<file path="config.mk">
export PLATFORM = sky130hd
export DESIGN_NAME = http_chunked_decoder_top
export DESIGN_NICKNAME = d
export VERILOG_FILES = /design/src/hcd_pkg.sv /design/src/http_chunked_decoder_top.sv
export SDC_FILE = /design/constraint.sdc
export NUM_CORES = 1
export LEC_CHECK = 0
export BUFFER_PORTS_ARGS = -buffer_cell sky130_fd_sc_hd__buf_2
export CAP_MARGIN = 20
export CORE_MARGIN = 1.5
export CORE_UTILIZATION = 35
export DETAILED_ROUTE_END_ITERATION = 16
export MAX_ROUTING_LAYER = met4
export PLACE_DENSITY = 0.6
export SLEW_MARGIN = 20
export SYNTH_ARGS = -nofsm -noshare
export SYNTH_HDL_FRONTEND = slang
export SYNTH_SLANG_ARGS = --single-unit
</file>
<file path="constraint.sdc">
create_clock -name clk -period 5.29 [get_ports clk]
set_input_delay 0.2645 -clock clk [delete_from_list [all_inputs] [get_ports clk]]
set_output_delay 0.2645 -clock clk [all_outputs]
set_load 0.05 [all_outputs]
</file>
<file path="src/hcd_pkg.sv">
// Shared types, constants and helpers for the HTTP chunked body decoder.
package hcd_pkg;

  localparam int unsigned SIZE_BITS = 32;

  localparam logic [7:0] CHAR_NUL = 8'h00;
  localparam logic [7:0] CHAR_LF  = 8'h0a;
  localparam logic [7:0] CHAR_CR  = 8'h0d;

  typedef enum logic [2:0] {
    ST_FRAME = 3'd0,
    ST_DATA  = 3'd1,
    ST_HEAD  = 3'd2,
    ST_END   = 3'd3,
    ST_ERR   = 3'd4
  } status_t;

  typedef enum logic [1:0] {
    HALT_RUN   = 2'd0,
    HALT_ENDED = 2'd1,
    HALT_ERROR = 2'd2
  } halt_t;

  typedef struct packed {
    status_t     status;
    logic [7:0]  data;
    logic        chunk_end;
    logic [31:0] chunk_length;
  } result_t;

  typedef struct packed {
    logic       is_hex;
    logic [3:0] value;
  } hex_digit_t;

  function automatic hex_digit_t hex_decode(input logic [7:0] c);
    hex_digit_t d;
    d.is_hex = 1'b0;
    d.value  = 4'd0;
    if (c >= 8'h30 && c <= 8'h39) begin
      d.is_hex = 1'b1;
      d.value  = 4'(c - 8'h30);
    end else if (c >= 8'h61 && c <= 8'h66) begin
      d.is_hex = 1'b1;
      d.value  = 4'(c - 8'h57);
    end else if (c >= 8'h41 && c <= 8'h46) begin
      d.is_hex = 1'b1;
      d.value  = 4'(c - 8'h37);
    end
    return d;
  endfunction

endpackage

</file>
<file path="src/http_chunked_decoder_top.sv">
// HTTP chunked body decoder: header parse, data pass-through, output skid stage.
// Each accepted byte's result is registered in the output register, or in the skid register
// while the output stalls. Throughput: one byte per cycle while in_stall is low; the state
// update is combinational, and a skid register absorbs one stall.
// Reset (rst_n low, synchronous): header mode, size and count cleared, running,
// output and skid registers empty.
module http_chunked_decoder_top (
  input  logic        clk,
  input  logic        rst_n,
  input  logic        in_valid,
  output logic        in_stall,
  input  logic [7:0]  in_byte,
  output logic        out_valid,
  input  logic        out_stall,
  output logic [2:0]  out_status,
  output logic [7:0]  out_byte,
  output logic        out_chunk_end,
  output logic [31:0] out_chunk_length
);

  localparam int unsigned SB = hcd_pkg::SIZE_BITS;

  logic               in_data_r,  in_data_nxt;
  logic [SB-1:0]      size_r,     size_nxt;
  logic [SB-1:0]      left_r,     left_nxt;
  logic               stopped_r,  stopped_nxt;
  logic               content_r,  content_nxt;
  logic               pend_cr_r,  pend_cr_nxt;
  hcd_pkg::halt_t     halt_r,     halt_nxt;

  hcd_pkg::result_t   res;
  hcd_pkg::result_t   out_r,      out_nxt;
  hcd_pkg::result_t   skid_r,     skid_nxt;
  logic               out_valid_r, out_valid_nxt;
  logic               skid_valid_r, skid_valid_nxt;

  logic               in_acc;
  logic               out_take;
  logic [SB-1:0]      left_dec;
  hcd_pkg::hex_digit_t dig;
  logic               stop_mid;

  assign in_acc   = in_valid && !skid_valid_r;
  assign out_take = out_valid_r && !out_stall;
  assign in_stall = skid_valid_r;

  assign left_dec = left_r - SB'(1);
  assign dig      = hcd_pkg::hex_decode(in_byte);

  // per-byte decode
  always_comb begin
    in_data_nxt = in_data_r;
    size_nxt    = size_r;
    left_nxt    = left_r;
    stopped_nxt = stopped_r;
    content_nxt = content_r;
    pend_cr_nxt = pend_cr_r;
    halt_nxt    = halt_r;
    stop_mid    = stopped_r;
    res.status       = hcd_pkg::ST_FRAME;
    res.data         = 8'd0;
    res.chunk_end    = 1'b0;
    res.chunk_length = 32'd0;
    priority if (halt_r != hcd_pkg::HALT_RUN) begin
      halt_nxt   = hcd_pkg::HALT_ERROR;
      res.status = hcd_pkg::ST_ERR;
    end else if (in_data_r) begin
      left_nxt   = left_dec;
      res.status = hcd_pkg::ST_DATA;
      res.data   = in_byte;
      if (left_dec == '0) begin
        res.chunk_end = 1'b1;
        in_data_nxt   = 1'b0;
      end
    end else if (in_byte == hcd_pkg::CHAR_NUL) begin
      halt_nxt   = hcd_pkg::HALT_ERROR;
      res.status = hcd_pkg::ST_ERR;
    end else if (in_byte == hcd_pkg::CHAR_LF) begin
      priority if (!content_r) begin
        left_nxt   = '0;
        res.status = hcd_pkg::ST_FRAME;
      end else if (size_r == '0) begin
        halt_nxt   = hcd_pkg::HALT_ENDED;
        res.status = hcd_pkg::ST_END;
      end else begin
        left_nxt         = size_r;
        in_data_nxt      = 1'b1;
        res.status       = hcd_pkg::ST_HEAD;
        res.chunk_length = 32'(size_r);
      end
      size_nxt    = '0;
      stopped_nxt = 1'b0;
      content_nxt = 1'b0;
      pend_cr_nxt = 1'b0;
    end else begin
      // a held CR turns out to be line content and ends the hex digits
      if (pend_cr_r) begin
        content_nxt = 1'b1;
        stop_mid    = 1'b1;
      end
      stopped_nxt = stop_mid;
      if (in_byte == hcd_pkg::CHAR_CR) begin
        pend_cr_nxt = 1'b1;
      end else begin
        pend_cr_nxt = 1'b0;
        content_nxt = 1'b1;
        if (!stop_mid) begin
          if (dig.is_hex) begin
            size_nxt = {size_r[SB-5:0], dig.value};
          end else begin
            stopped_nxt = 1'b1;
          end
        end
      end
    end
  end

  // output register with one skid entry
  always_comb begin
    out_nxt        = out_r;
    skid_nxt       = skid_r;
    out_valid_nxt  = out_valid_r;
    skid_valid_nxt = skid_valid_r;
    if (!out_valid_r || out_take) begin
      if (skid_valid_r) begin
        out_nxt        = skid_r;
        out_valid_nxt  = 1'b1;
        skid_valid_nxt = 1'b0;
      end else if (in_acc) begin
        out_nxt       = res;
        out_valid_nxt = 1'b1;
      end else begin
        out_valid_nxt = 1'b0;
      end
    end else if (in_acc) begin
      skid_nxt       = res;
      skid_valid_nxt = 1'b1;
    end
  end

  always_ff @(posedge clk) begin
    if (!rst_n) begin
      in_data_r    <= 1'b0;
      size_r       <= '0;
      left_r       <= '0;
      stopped_r    <= 1'b0;
      content_r    <= 1'b0;
      pend_cr_r    <= 1'b0;
      halt_r       <= hcd_pkg::HALT_RUN;
      out_valid_r  <= 1'b0;
      skid_valid_r <= 1'b0;
    end else begin
      if (in_acc) begin
        in_data_r <= in_data_nxt;
        size_r    <= size_nxt;
        left_r    <= left_nxt;
        stopped_r <= stopped_nxt;
        content_r <= content_nxt;
        pend_cr_r <= pend_cr_nxt;
        halt_r    <= halt_nxt;
      end
      out_valid_r  <= out_valid_nxt;
      skid_valid_r <= skid_valid_nxt;
    end
  end

  always_ff @(posedge clk) begin
    out_r  <= out_nxt;
    skid_r <= skid_nxt;
  end

  assign out_valid        = out_valid_r;
  assign out_status       = out_r.status;
  assign out_byte         = out_r.data;
  assign out_chunk_end    = out_r.chunk_end;
  assign out_chunk_length = out_r.chunk_length;

  a_skid_needs_out: assert property (@(posedge clk) disable iff (!rst_n)
    skid_valid_r |-> out_valid_r)
    else $error("skid entry held while output register empty");

  a_data_running: assert property (@(posedge clk) disable iff (!rst_n)
    in_data_r |-> (halt_r == hcd_pkg::HALT_RUN))
    else $error("data mode while halted");

  a_data_count: assert property (@(posedge clk) disable iff (!rst_n)
    in_data_r |-> (left_r != '0))
    else $error("data mode with zero bytes left");

  a_last_byte: assert property (@(posedge clk) disable iff (!rst_n)
    (in_acc && in_data_r && left_r == SB'(1)) |=> !in_data_r)
    else $error("data mode kept after last byte of chunk");

  a_end_mark: assert property (@(posedge clk) disable iff (!rst_n)
    (out_valid_r && out_chunk_end) |-> (out_r.status == hcd_pkg::ST_DATA))
    else $error("chunk end mark on a non-data beat");

endmodule

</file>
==> impl_metrics.sql, run 1 <==
INSERT INTO impl_metrics (metric_group, metric, value, unit) VALUES
('yosys', 'yosys-mux-area-fraction', '6.77', '%'),
('clock_network', 'clock_path_buffers', '2', ''),
('sta', 'period_minus_slack', '3.12', 'ns'),
('place', 'dp_hpwl', '10900', 'um'),
('floorplanning', 'coreArea', '20400', 'um^2'),
('power_and_ir_drop', 'vdd.ir_drop.worst', '192', 'uV'),
('worst_setup_path', 'r2r_slack', '2.17', 'ns'),
('route', 'dr_total_vias', '5391', ''),
('worst_setup_path', 'r2r.worst_path.cells', '9', ''),
('grt', 'grt_start_max_net_pins', '66', ''),
('route', 'viasPerCell', '5.36', ''),
('worst_setup_path', 'worstPathCellList', 'inv_1, ha_1, nor3b_1, nand4_1, nor4_2, xor2_1, nor3_1, and4_4, mux2_4', ''),
('floorplanning', 'boundaryPins', '58', ''),
('route', 'drt-initial-drc-count', '491', ''),
('yosys', 'post_synth_num_cell_types', '65', ''),
('job', 'max_cap_viols', '0', ''),
('yosys', 'avgSynthCellArea', '10.8', 'um^2'),
('final_layout', 'drive_above_1_share', '23.2', '%'),
('sta', 'number_of_hold_slack_violations_in_the_final_timing_report', '0', ''),
('grt', 'number_of_global_route_vias_before_repair', '4977', ''),
('worst_setup_path', 'critical_path_buf_inv_count', '1', ''),
('final_layout', 'final_cell_area', '8510', 'um^2'),
('worst_setup_path', 'critical_path_source_type', 'flop', ''),
('clock_network', 'htree_num_levels', '4', ''),
('min_path', 'hold_path_depth', '3', ''),
('yosys', 'share_of_the_synthesized_area_in_compound_gates_ao_oa_aoi_oai', '13.0', '%'),
('floorplanning', 'floorplan.die.width', '148', 'um'),
('clock_network', 'post-cts-setup-buffer-count', '0', ''),
('place', 'routabilityCongestion', '0.837', ''),
('floorplanning', 'initial_core_util', '36.1', '%'),
('clock_network', 'clock_insertion_delay_worst_skew', '0.42', 'ns'),
('floorplanning', 'die_h', '148', 'um'),
('worst_setup_path', 'worst_ep_arrival_time', '3.29', 'ns'),
('clock_network', 'cts_num_sinks', '160', ''),
('final_layout', 'final_nets', '741', ''),
('final_layout', 'layout.cells.most_common', 'sky130_fd_sc_hd__nor2_1', ''),
('worst_setup_path', 'cpLargestDelayFamily', 'simple AND/OR/NAND/NOR gates', ''),
('worst_setup_path', 'worstReg2RegStart', 'left_r[0]', ''),
('final_layout', 'post_layout_util', '41.6', '%'),
('sta', 'report.final.setup_viol', '0', ''),
('worst_setup_path', 'critPathMaxFanout', '10', ''),
('sta', 'maxSlewViolCount', '0', ''),
('grt', 'grt_total_usage', '16.5', '%'),
('route', 'detail_route.first_pass.iterations', '5', ''),
('clock_network', 'number_of_buffers_inserted_during_clock_tree_synthesis', '17', ''),
('worst_setup_path', 'critical_path.endpoint_type', 'flop', ''),
('yosys', 'synth_ff_type', 'sky130_fd_sc_hd__edfxtp_1', ''),
('route', 'ant_nets', '0', ''),
('min_path', 'hold_path.startpoint', 'in_valid', ''),
('route', 'finalWirelength', '16800', 'um'),
('sta', 'skew', '0.0102', 'ns'),
('place', 'post_dp_cell_area', '7910', 'um^2'),
('yosys', 'synth_fa_ha_area_share', '1.02', '%'),
('floorplanning', 'design.die.area', '21900', 'um^2'),
('yosys', 'synth-warning-count', '0', ''),
('route', 'route.detailed.drc', '0', ''),
('power_and_ir_drop', 'p_leak', '0.00307', 'uW'),
('sta', 'fin_crit_sh', '58.9', '%'),
('run_status', 'outcome', 'finished, final reports clean', ''),
('yosys', 'synth_top_family_by_area', 'simple AND/OR/NAND/NOR gates', ''),
('final_layout', 'mostFrequentLayoutCells', 'sky130_fd_sc_hd__nor2_1 (90), sky130_fd_sc_hd__edfxtp_1 (88), sky130_fd_sc_hd__dfxtp_1 (71)', ''),
('floorplanning', 'row_count', '52', ''),
('min_path', 'holdCritPathClass', 'in2reg', ''),
('grt', 'global_route.overflow_total', '0', ''),
('min_path', 'holdPathEnd', 'in_stall', ''),
('sta', 'rsz_0062_raised_after_global_routing', 'no', ''),
('yosys', 'yosys_register_bits', '160', ''),
('yosys', 'syn-num-nets', '700', ''),
('sta', 'finalSetupTns', '0', 'ns'),
('worst_setup_path', 'worst-setup-path-type', 'reg2reg', ''),
('sta', 'fmax', '0.321', 'GHz');
kinds of logic (layout without fill, tap and decap cells):
kind of cell | count (synthesis) | after routing
AND/OR/NAND/NOR | 265 | 265
flip-flops | 160 | 160
AO/OA/AOI/OAI | 138 | 138
buffers and inverters | 55 | 109
multiplexers | 44 | 44
XOR/XNOR | 14 | 14
adder cells (fa/ha/maj) | 6 | 6
worst min-delay path, cell delays in order:
cell and delay, ns:
sky130_fd_sc_hd__buf_2 0.09, sky130_fd_sc_hd__nor2_1 0.08, sky130_fd_sc_hd__nor3_1 0.12
flip-flops by register name (all words and copies together) (netlist names):
name              cells
stopped_r             1
skid_r               44
out_chunk_length     32
size_r               32
out_status            3
out_chunk_end         1
in_data_r             1
content_r             1
out_byte              8
halt_r                2
pend_cr_r             1
in_stall              1
out_valid             1
left_r               32
power breakdown:
group	switching [uW]	internal, uW
Sequential	10.2	1340
Combinational	133	36.6
Clock	501	746
stage by stage:
stage	hold slack [ns]	std cells	power (uW)	worst slack, ns
3_3_place_gp	0.459	974	1540	2.27
5_1_grt	0.180	1006	2860	1.91
3_5_place_dp	0.465	974	1540	2.25
4_1_cts	0.154	1006	2790	2.24
6_report	0.168	1006	2760	2.17
2_1_floorplan	0.382	682	1500	1.20
layer usage:
layer / track usage (%) / vias to the layer above / routed length (um)
met1: 22.9 / 2598 / 8170
met4: 5.45 / 0 / 209
met5: - / - / 0
met3: 4.20 / 17 / 1030
met2: 23.3 / 168 / 7360
li1: - / 2608 / -
worst max-delay path by stage:
stage | startpoint | end | cells past startpoint
2_1_floorplan | in_stall | out_byte[0] | 4
3_3_place_gp | in_byte[0] | out_chunk_length[20] | 9
3_5_place_dp | left_r[0] | out_chunk_end | 9
4_1_cts | left_r[0] | out_chunk_end | 9
5_1_grt | left_r[1] | out_chunk_end | 9
6_report | left_r[0] | out_chunk_end | 9
layout make-up:
type / instances / area [um^2]
inverters: 10 / 37.5
repair buffers: 67 / 360
fillers: 1955 / 11900
well taps: 270 / 338
flip-flops and latches: 160 / 4090
multi-input cells: 467 / 3090
clock inverters: 12 / 158
clock buffers: 20 / 437
cells in the mapped netlist, types with 2 or more instances:
cell type	instances	area, um^2
sky130_fd_sc_hd__and2_1	39	244
sky130_fd_sc_hd__and3_1	3	18.8
sky130_fd_sc_hd__a32o_1	3	30.0
sky130_fd_sc_hd__nor2_4	2	22.5
sky130_fd_sc_hd__nand4_1	4	25.0
sky130_fd_sc_hd__a21o_1	2	15.0
sky130_fd_sc_hd__a21oi_1	27	135
sky130_fd_sc_hd__nor2_1	94	353
sky130_fd_sc_hd__nor3b_1	2	15.0
sky130_fd_sc_hd__nand4b_1	2	17.5
sky130_fd_sc_hd__or4_4	2	22.5
sky130_fd_sc_hd__buf_2	7	35.0
sky130_fd_sc_hd__nor3_2	5	50.1
sky130_fd_sc_hd__nor3_1	24	120
sky130_fd_sc_hd__o41ai_1	2	17.5
sky130_fd_sc_hd__ha_1	6	75.1
sky130_fd_sc_hd__a221oi_1	5	43.8
sky130_fd_sc_hd__nand2b_1	3	18.8
sky130_fd_sc_hd__a211oi_1	5	37.5
sky130_fd_sc_hd__mux2_2	43	484
sky130_fd_sc_hd__clkbuf_1	33	124
sky130_fd_sc_hd__nand3b_1	2	15.0
sky130_fd_sc_hd__nor4_2	4	50.1
sky130_fd_sc_hd__buf_6	3	33.8
sky130_fd_sc_hd__nor4b_1	2	17.5
sky130_fd_sc_hd__nand3_1	5	25.0
sky130_fd_sc_hd__edfxtp_1	88	2640
sky130_fd_sc_hd__nor4_1	16	100
sky130_fd_sc_hd__o31ai_1	4	30.0
sky130_fd_sc_hd__a22oi_1	42	315
sky130_fd_sc_hd__or3_1	8	50.1
sky130_fd_sc_hd__xnor2_1	4	35.0
sky130_fd_sc_hd__dfxtp_1	72	1440
sky130_fd_sc_hd__or4_1	4	30.0
sky130_fd_sc_hd__o22ai_1	3	18.8
sky130_fd_sc_hd__inv_1	10	37.5
sky130_fd_sc_hd__o21ai_0	25	125
sky130_fd_sc_hd__nand2_1	38	143
sky130_fd_sc_hd__xor2_1	10	87.6
sky130_fd_sc_hd__a2bb2oi_1	2	17.5
sky130_fd_sc_hd__a31oi_1	3	18.8
Power figures use the tool's default switching activity.
==> inputs of run 2 (changes only) <==
Settings changed: ABC_AREA set to 1, PLACE_DENSITY 0.6 to 0.62.
Clock period 5.29 ns to 2.6 ns, I/O delays scaled along.
==> impl_metrics.sql, run 2 <==
INSERT INTO impl_metrics (metric_group, metric, value, unit) VALUES
('final_layout', 'multi_input_area', '3200', 'um^2'),
('clock_network', 'clk_pin_slew_worst_setup_hold_paths', '0.07', 'ns'),
('grt', 'grt_antenna_before_repair', '0', ''),
('yosys', 'synth_area_leader_cell', 'sky130_fd_sc_hd__edfxtp_1', ''),
('sta', 'maxSlewViolCount', '0', ''),
('route', 'route.detailed.drc', '0', ''),
('clock_network', 'tritoncts', 'done', ''),
('final_layout', 'ant_diodes', '0', ''),
('final_layout', 'registers.top_by_ff_count', 'skid_r', ''),
('route', 'detail_route.first_pass.iterations', '5', ''),
('floorplanning', 'coreArea', '21900', 'um^2'),
('yosys', 'synth_enable_flop_cells', '88', ''),
('worst_setup_path', 'critical_path.endpoint_type', 'flop', ''),
('min_path', 'holdCritPathClass', 'in2reg', ''),
('place', 'dp_hpwl', '14600', 'um'),
('power_and_ir_drop', 'vdd.ir_drop.worst', '381', 'uV'),
('power_and_ir_drop', 'power-per-cell-area', '643', 'nW/um^2'),
('final_layout', 'final_cell_area', '9090', 'um^2'),
('sta', 'rsz_0062_raised_after_global_routing', 'no', ''),
('power_and_ir_drop', 'pwr-share-comb', '7.3', '%'),
('power_and_ir_drop', 'power.share.switching', '25.2', '%'),
('yosys', 'syn-num-nets', '1020', ''),
('clock_network', 'ctsRootBufferMaster', 'sky130_fd_sc_hd__clkbuf_16', ''),
('final_layout', 'largest_register_ff_count', '44', ''),
('power_and_ir_drop', 'cellInternalPower', '4370', 'uW'),
('clock_network', 'cts_num_sinks', '160', ''),
('yosys', 'post_synth_num_cell_types', '38', ''),
('clock_network', 'clock_path_buffers', '2', ''),
('final_layout', 'synth_to_final_area_change', '15.9', '%'),
('worst_setup_path', 'cpLargestDelayFamily', 'simple AND/OR/NAND/NOR gates', ''),
('yosys', 'synth_most_common_cell', 'sky130_fd_sc_hd__nand2_1', ''),
('worst_setup_path', 'worstPathCellList', 'inv_1, ha_1, nand2_4, nor2_4, nand3_1, nor2_1, xor2_1, nor2_1, nand3_2, nor2_4, nor2_2, nor2_2', ''),
('clock_network', 'clock_insertion_delay_worst_skew', '0.44', 'ns'),
('sta', 'fin_crit_sh', '90.8', '%'),
('floorplanning', 'initial_core_util', '35.8', '%'),
('floorplanning', 'row_count', '54', ''),
('clock_network', 'number_of_buffers_inserted_during_clock_tree_synthesis', '17', ''),
('place', 'routabilityCongestion', '0.911', ''),
('yosys', 'synth.top_cells.by_area', 'sky130_fd_sc_hd__edfxtp_1 (34%), sky130_fd_sc_hd__dfxtp_1 (18%), sky130_fd_sc_hd__nand2_1 (16%)', ''),
('place', 'io_buffers', '57', ''),
('floorplanning', 'design.die.area', '23300', 'um^2'),
('yosys', 'syn_inst', '1002', ''),
('clock_network', 'htree_num_levels', '4', ''),
('worst_setup_path', 'worst_ep_arrival_time', '2.54', 'ns'),
('final_layout', 'drive_above_1_share', '14.1', '%'),
('power_and_ir_drop', 'net-switching-power', '1470', 'uW'),
('route', 'avgRoutedWirePerCell', '15.2', 'um'),
('route', 'drt-initial-drc-count', '535', ''),
('sta', 'finalSetupTns', '0', 'ns'),
('grt', 'grt_total_usage', '18.6', '%'),
('yosys', 'synth_top_cells_by_count', 'sky130_fd_sc_hd__nand2_1 (328), sky130_fd_sc_hd__nor2_1 (125), sky130_fd_sc_hd__inv_1 (92)', ''),
('sta', 'skew', '0.0127', 'ns'),
('final_layout', 'final_nets', '1075', ''),
('final_layout', 'layout.cells.most_common', 'sky130_fd_sc_hd__nand2_1', ''),
('yosys', 'post_synth_arst_share', '0', '%'),
('route', 'dr_total_vias', '6754', ''),
('worst_setup_path', 'critical_path_source_type', 'flop', ''),
('power_and_ir_drop', 'seqPwrFrac', '47.0', '%'),
('yosys', 'yosys_register_bits', '160', ''),
('grt', 'global_route.overflow_total', '0', ''),
('worst_setup_path', 'critPathMaxFanout', '7', ''),
('worst_setup_path', 'max_stage_delay', '0.32', 'ns'),
('final_layout', 'mostFrequentLayoutCells', 'sky130_fd_sc_hd__nand2_1 (328), sky130_fd_sc_hd__nor2_1 (123), sky130_fd_sc_hd__inv_1 (92)', ''),
('floorplanning', 'boundaryPins', '58', ''),
('sta', 'max-slew-margin-rel', '59.2', '%'),
('worst_setup_path', 'worst_ep_required_time', '2.78', 'ns'),
('job', 'max_cap_viols', '0', ''),
('yosys', 'synth_ff_type', 'sky130_fd_sc_hd__edfxtp_1', ''),
('worst_setup_path', 'critical_path_buf_inv_count', '1', ''),
('sta', 'period_minus_slack', '2.36', 'ns'),
('sta', 'worst_pin_slew', '0.612', 'ns'),
('final_layout', 'final.fill_count', '2259', ''),
('place', 'post_dp_cell_area', '8460', 'um^2'),
('sta', 'number_of_hold_slack_violations_in_the_final_timing_report', '0', ''),
('final_layout', 'total_area_of_sequential_cells', '4080', 'um^2'),
('route', 'ant_nets', '0', ''),
('worst_setup_path', 'worst-setup-path-type', 'reg2reg', ''),
('grt', 'number_of_global_route_vias_before_repair', '6368', ''),
('grt', 'first_pass_grt_wire_length', '33400', 'um'),
('floorplanning', 'die_h', '153', 'um'),
('power_and_ir_drop', 'p_leak', '0.00377', 'uW'),
('sta', 'fmax', '0.424', 'GHz'),
('floorplanning', 'floorplan.die.width', '153', 'um'),
('yosys', 'synth.top_cell.area_share', '33.7', '%'),
('sta', 'report.final.setup_viol', '0', ''),
('clock_network', 'post-cts-setup-buffer-count', '0', ''),
('yosys', 'syn_area', '7840', 'um^2'),
('run_status', 'outcome', 'finished, final reports clean', ''),
('worst_setup_path', 'slowest_library_cell_on_the_worst_path', 'sky130_fd_sc_hd__dfxtp_1', ''),
('yosys', 'seq_area_frac_synth', '52.1', '%'),
('route', 'viasPerCell', '5.00', ''),
('power_and_ir_drop', 'power.clock.fraction', '45.8', '%'),
('yosys', 'synth-warning-count', '0', ''),
('route', 'finalWirelength', '20500', 'um'),
('yosys', 'avgSynthCellArea', '7.83', 'um^2'),
('grt', 'grt_start_max_net_pins', '47', '');
[run 2: cells by family (layout without fill, tap and decap cells)]
logic type,count (synthesis),in the layout,synth area share (%)
XOR/XNOR,3,3,0.335
AO/OA/AOI/OAI,154,154,10.4
AND/OR/NAND/NOR,538,538,28.9
flip-flops,160,160,52.1
adder cells (fa/ha/maj),6,6,0.957
buffers and inverters,141,209,7.34
[run 2: metal layers]
metal | vias to the layer above | GRT usage, % | routed length [um]
li1 | 3363 | - | -
met5 | - | - | 0
met1 | 3150 | 23.5 | 9120
met2 | 215 | 30.1 | 9940
met3 | 26 | 4.15 | 1140
met4 | 0 | 4.99 | 345
[run 2: cell type report]
type                       count  share of cell area, %
multi-input combinational    701                   35.3
sequential                   160                   44.9
clock buffer                  18                   4.72
tap                          280                   3.86
timing repair buffer          74                   4.82
inverter                     103                   4.25
clock inverter                14                   2.15
[run 2: path summary, 6_finish.rpt]
kind                            slack, ns      start            end  depth (start not counted)
worst max-delay path                 0.24  left_r[0]  out_chunk_end                         12
worst min-delay path                 0.03   in_valid      out_valid                          3
worst max register to register       0.24  left_r[0]  out_chunk_end                         12
worst min register to register       0.45  halt_r[0]      halt_r[0]                          2
[run 2: metrics by stage]
step	power [uW]	hold slack (ns)	instances	setup WS (ns)	utilization, %
after floorplan	3110	0.268	1002	0.128	-
after global placement	3220	0.437	1318	0.335	38.6
after detailed placement	3220	0.439	1318	0.282	38.6
after CTS	5890	0.0173	1350	0.227	41.5
after global routing	6030	0.0384	1350	0.0111	41.5
final	5840	0.0295	1350	0.240	41.5
[run 2: power by group through the flow]
stage	clock, uW	sequential, uW	combinational (uW)
after detailed placement	0	2800	426
after CTS	2720	2740	428
final	2670	2740	426
after global routing	2820	2750	460
after floorplan	0	2940	167
after global placement	0	2800	424
[run 2: worst min-delay path, cell delays in order]
cell and delay [ns]:
sky130_fd_sc_hd__buf_2 0.09, sky130_fd_sc_hd__nor2_1 0.07, sky130_fd_sc_hd__a21oi_1 0.13
[run 2: what timing repair did]
| item | CTS | global route |
|---|---|---|
| hold buffers | 0 | 0 |
| setup endpoints to repair | 0 | 1 |
| gates resized for setup | 0 | 1 |
